$ cat src/design/rel_pkg.sv
// Shared types and constants of the replicated error log ring.
package rel_pkg;

  // Default geometry handed to the top level parameters
  localparam int DEF_SLOTS      = 128;
  localparam int DEF_MAX_COPIES = 4;

  // Field widths fixed by the word formats
  localparam int CODE_W  = 32;
  localparam int MODE_W  = 2;
  localparam int CSEL_W  = 2;
  localparam int SLOT_W  = 7;
  localparam int STAT_W  = 2;
  localparam int RING_W  = 8;
  localparam int COPY_W  = 3;
  localparam int CNT_W   = 4;  // copy counters, hold up to 15 copies
  localparam int APB_AW  = 3;
  localparam int APB_DW  = 32;

  localparam logic [CODE_W-1:0] ERASED = '1;

  // Register reset values
  localparam logic [RING_W-1:0] RING_RST   = 8'd128;
  localparam logic [COPY_W-1:0] COPIES_RST = 3'd2;

  // Register select, taken from paddr bit 2
  localparam logic REG_RING   = 1'b0;
  localparam logic REG_COPIES = 1'b1;

  // Operation codes
  localparam logic [MODE_W-1:0] MODE_LOG  = 2'd0;
  localparam logic [MODE_W-1:0] MODE_TAKE = 2'd1;
  localparam logic [MODE_W-1:0] MODE_RAW  = 2'd2;

  // Result status codes
  localparam logic [STAT_W-1:0] ST_OK     = 2'd0;
  localparam logic [STAT_W-1:0] ST_EMPTY  = 2'd1;
  localparam logic [STAT_W-1:0] ST_NOCAND = 2'd2;

  // Running vote outcome
  typedef struct packed {
    logic [CODE_W-1:0] cand;
    logic              chosen;
    logic              fix;     // two or more reads disagreed
  } vote_res_t;

endpackage

$ cat src/design/rel_vote.sv
// Majority vote unit: one copy word compared per step.
module rel_vote (
  input  logic                        clk,
  input  logic                        rst,
  input  logic                        start,
  input  logic                        step,
  input  logic [rel_pkg::CODE_W-1:0]  value,
  output rel_pkg::vote_res_t          res
);
  import rel_pkg::*;

  logic [CODE_W-1:0] cand;
  logic [CNT_W-1:0]  freq;
  logic [CNT_W-1:0]  mis;
  logic              chosen;

  // candidate starts erased; a miss at zero count takes the new word
  always_ff @(posedge clk) begin
    if (rst || start) begin
      cand   <= ERASED;
      freq   <= '0;
      mis    <= '0;
      chosen <= 1'b0;
    end else if (step) begin
      if (value == cand) begin
        freq <= freq + CNT_W'(1);
      end else begin
        mis <= mis + CNT_W'(1);
        if (freq == '0) begin
          cand   <= value;
          chosen <= 1'b1;
        end else begin
          freq <= freq - CNT_W'(1);
        end
      end
    end
  end

  assign res.cand   = cand;
  assign res.chosen = chosen;
  assign res.fix    = (mis >= CNT_W'(2));

endmodule
$ cat config.mk
export PLATFORM = sky130hd
export DESIGN_NAME = rel_vote
export DESIGN_NICKNAME = d
export VERILOG_FILES = /design/src/design/rel_pkg.sv /design/src/design/rel_vote.sv
export SDC_FILE = /design/constraint.sdc
export NUM_CORES = 1
export LEC_CHECK = 0
export BUFFER_PORTS_ARGS = -buffer_cell sky130_fd_sc_hd__buf_2
export CORE_MARGIN = 3
export CORE_UTILIZATION = 50
export CTS_BUF_LIST = sky130_fd_sc_hd__clkbuf_4
export CTS_CLUSTER_SIZE = 28
export DETAILED_ROUTE_END_ITERATION = 10
export PLACE_DENSITY = 0.91
export SYNTH_ARGS = -nofsm -noshare
export SYNTH_HDL_FRONTEND = slang
export SYNTH_SLANG_ARGS = --single-unit
$ cat constraint.sdc
create_clock -name clk -period 7.44 [get_ports clk]
set_input_delay 0.744 -clock clk [delete_from_list [all_inputs] [get_ports clk]]
set_output_delay 0.744 -clock clk [all_outputs]
set_load 0.1 [all_outputs]
### After elaboration in Yosys (flattened, before gate mapping)

Index checks and enable logic that the tools add are counted.

| storage, ports and cells | value |
|---|---|
| input bits | 36 |
| word-level logic and storage cells | 18 |
| flip-flop bits (word level) | 41 |

| operators by class | value |
|---|---|
| reduce and logical (&&, ||, !) cells | 5 |
| $lt $le $gt $ge | 1 |
| mux-type cells | 2 |
| equality and inequality tests | 2 |
| add/sub/neg operators | 3 |
| bitwise gates (word level) | 1 |

Operators by type and width:

| kind | number |
|---|---|
| $eq 32x32->1 | 1 |
| $add 4x1->4 const B | 2 |
| $mux 4 | 2 |
| $ge 4x2->1 const B | 1 |
| $logic_not 4->1 | 1 |
| $reduce_and 2->1 | 2 |
| $sub 4x1->4 const B | 1 |
| $reduce_and 3->1 | 1 |
| $ne 2x2->1 const B | 1 |
| $logic_or 1x1->1 | 1 |
| $not 1->1 | 1 |

### Longest topological paths before layout

| depth | value |
|---|---|
| word-level depth | 3 |
| depth in mapped cells | 11 |
| depth with buffers taken out | 10 |

### Least setup slack after synthesis

OpenSTA, ideal clock, no wires.

| path | value |
|---|---|
| kind | register -> register |
| start point | reg cand[22] |
| end point | reg freq[3] |
| slack | 4.038 ns |
| stages on the path, launching flop included | 12 |
| data arrival time | 3.343 ns |
| library setup time | 0.059 ns |
| clock period less this slack | 3.402 ns |
| data required time | 7.381 ns |
| cell sequence | dfxtp_1 xor2_1 nor4_1 nand4_1 or2_2 clkbuf_1 ha_1 a21o_1 a21oi_1 or4b_1 a211o_1 nand2_1 |

| on the way | value |
|---|---|
| word-level cells in the longest chain between the ends | 3 |

Ends and longest elaborated chain:

| what | RTL line | text |
|---|---|---|
| start: declaration | rel_vote.sv:12 | `logic [CODE_W-1:0] cand;` |
| start signal: assignment | rel_vote.sv:30 | `cand <= value;` |
| $eq 32x32->1 * | rel_vote.sv:25 | `if (value == cand) begin` |
| $ne 2x2->1 (no line) | -- |  |
| $reduce_and 2->1 (no line) | -- |  |
| end signal: assignment | rel_vote.sv:26 | `freq <= freq + CNT_W'(1);` |
| end signal: assignment | rel_vote.sv:33 | `freq <= freq - CNT_W'(1);` |
| end: declaration | rel_vote.sv:13 | `logic [CNT_W-1:0] freq;` |

Every way passes the cells marked *; elsewhere a longest branch is shown, timed or not.
A chain may end at the register's enable or synchronous reset.

### Worst setup path after layout

| path | value |
|---|---|
| start point | in value[13] (netlist bit) |
| end point | reg freq[3] |

| on the way | value |
|---|---|
| word-level cells in the longest chain between the ends | 3 |

Ends and longest elaborated chain:

| what | RTL line | text |
|---|---|---|
| start: declaration | rel_vote.sv:7 | `input logic [rel_pkg::CODE_W-1:0] value,` |
| $eq 32x32->1 * | rel_vote.sv:25 |  |
| $ne 2x2->1 (no line) | -- |  |
| $reduce_and 2->1 (no line) | -- |  |

Marked as above.

==> run summary <==
status: finished clean
clock root buffer: clkbuf_4
leading cell type in the layout, fill and taps excluded: buf_2
H-tree level count: 2
Post-layout nets: 308
post-synthesis average cell area: 9.82 um2
critical path capture point type: flop
die area: 4740 um2
Synth Area in Compound Gates: 5.83%
Row Count: 22
worst skew pair latency: 360 ps
Fin Setup TNS: 0 ps
Clock Tree Buf Depth: 2
dpl hpwl: 3110 um
Setup CP Type: in -> reg
most frequent cells in the layout: buf_2, dfxtp_1, nand2_1
total gr overflow: 0
post-synthesis instance total: 201
Min Clock Period, post-route: 3120 ps
period utilization: 41.9%
GPL Wtd Cong: 0.738
Max-slew headroom: 25.4%
layout cells sized above 1: 31.0%
Top-Level Pins: 70
Chip Width: 68.8 um
Adder-Cell Fraction of Synth Area: 3.55%
vias in the first global route: 1599
Die H: 68.8 um
fmax: 0.321 GHz
RSZ-0062 raised after global routing: no
PwrDens: 187 nW/um2
Total GRT Usage: 19.1%
YS warnings: 0
DR pass1 iterations: 4
Synth Cell Area: 1970 um2
largest family of logic cells by synthesized area: multiplexers
largest net degree at the start of global routing: 37
setup bufs post-CTS: 0
global-route wire length before repair: 6720 um
initial antenna violation count: 0
vias per cell: 5.28
Layout Cells excl Fill: 316
Clock Pin Slew Worst Setup and Hold Paths: 120 ps
cts hold-fix bufs: 0
cell count after placement: 308
ANT nets after route: 0
Worst Path Arrival: 3430 ps
Tightest Hold Check Type: reg -> reg
Leakage: 1.04 nW
Final Max Tran Viols: 0
worst ir drop on vdd: 0.143 mV
final wirelength: 4200 um
Iteration-0 DRC Markers: 55
Layout area overhead: 21.3%
TritonCTS Buffers: 5
setup violators final: 0
final core occ: 64.0%
Fillers: 330
Layout Skew: 10.0 ps
Initial Utilization: 52.7%
Core Area: 3740 um2
Critical Path Fanout Max: 7
TritonCTS clock tree: yes
# resized after CTS: 0
DRC: 0
Max Cap Viol: 0
WL/cell: 13.3 um
WP data required: 7760 ps
final worst slack: 4320 ps
Yosys reg bits: 41
Synth Area in Simple Gates: 14.6%
final hold vios: 0
Total Power: 447 uW
Mapped Nets: 242
CP Launch Type: input pin
Via Count: 1667
clock sinks: 41
Setup WS pre-CTS: 3950 ps
Seq/Total Area, Yosys: 41.6%
# diodes: 0
Post-Synth XOR/XNOR Area: 15.5%
Cell variety after synth: 33
multiplexer area fraction after synthesis: 16.2%
worst slew pin tran: 1120 ps
port bufs: 69
## per-stage QoR
stage | hold WS, ps | area, um2
2_1_floorplan | 442 | 1970
3_3_place_gp | 449 | 2340
3_5_place_dp | 461 | 2340
4_1_cts | 487 | 2390
5_1_grt | 502 | 2390
6_report | 477 | 2390
## synth_stat cells
cell	n	area share, %
o211a_1	2	1.0
inv_1	1	0.19
nor4_1	9	2.9
or4_1	1	0.38
buf_1	1	0.19
o31ai_1	1	0.38
dfxtp_1	41	42
a21o_1	1	0.38
xor2_1	32	14
o21ai_0	2	0.51
mux2i_1	32	16
or2_2	2	0.63
clkbuf_1	5	0.95
fa_1	1	1.0
a311oi_1	1	0.44
nand3_1	1	0.25
or4b_1	1	0.51
xnor2_1	3	1.3
or3_1	1	0.32
buf_2	4	1.0
nor2b_1	1	0.32
nand4_1	3	0.95
nor2_1	6	1.1
o211ai_1	2	0.76
a41o_1	1	0.51
buf_4	1	0.38
a211o_1	1	0.44
nor3b_1	2	0.76
a31o_2	1	0.44
a21oi_1	2	0.51
nand2_1	34	6.5
ha_1	4	2.5
a221oi_1	1	0.44
## metal layers
| layer | vias up | track usage [%] | wire (um) |
|---|---|---|---|
| li1 | 827 | - | - |
| met1 | 785 | 21.4 | 1780 |
| met2 | 50 | 33.5 | 2030 |
| met3 | 5 | 6.65 | 338 |
| met4 | 0 | 6.57 | 57 |
| met5 | - | 0 | 0 |
## power breakdown
group / switching (mW) / internal, mW / leakage [nW] / total [mW]
sequential: 0.00572 / 0.226 / 0.335 / 0.232
combinational: 0.0757 / 0.0287 / 0.675 / 0.104
clock: 0.0751 / 0.0356 / 0.0310 / 0.111
total: 0.157 / 0.290 / 1.04 / 0.447
## flip-flops by register name (all words and copies together) (netlist names)
register and count:
cand 32, chosen 1, freq 4, mis 4
## cell type report
cell class	count	area [um2]	share of cell area, %
multi-input combinational	148	1100	46.0
clock inverter	3	17.5	0.731
timing repair buffer	70	353	14.7
inverter	1	3.75	0.157
tap	48	60.1	2.51
sequential	41	821	34.3
clock buffer	5	37.5	1.57
## critical path, stage by stage
cell	delay [ps]
buf_2	110
xor2_1	140
nor4_1	370
nand4_1	290
or2_2	440
ha_1	300
a21o_1	100
a21oi_1	70
or4b_1	540
a211o_1	280
nand2_1	60
## worst paths after layout
kind / to / startpoint / slack [ps] / cells past startpoint
setup / recovery: freq[3] / value[13] / 4320 / 11
hold / removal: chosen / chosen / 480 / 2
setup reg to reg: freq[3] / cand[13] / 4430 / 10
hold reg to reg: chosen / chosen / 480 / 2
## logic make-up (layout without fill, tap and decap cells)
family,after synthesis,in the layout
AO/OA/AOI/OAI,15,15
flip-flops,41,41
AND/OR/NAND/NOR,61,61
multiplexers,32,32
adder cells (fa/ha/maj),5,5
XOR/XNOR,35,35
buffers and inverters,12,79
No activity file was read; power rests on OpenSTA's default activity.
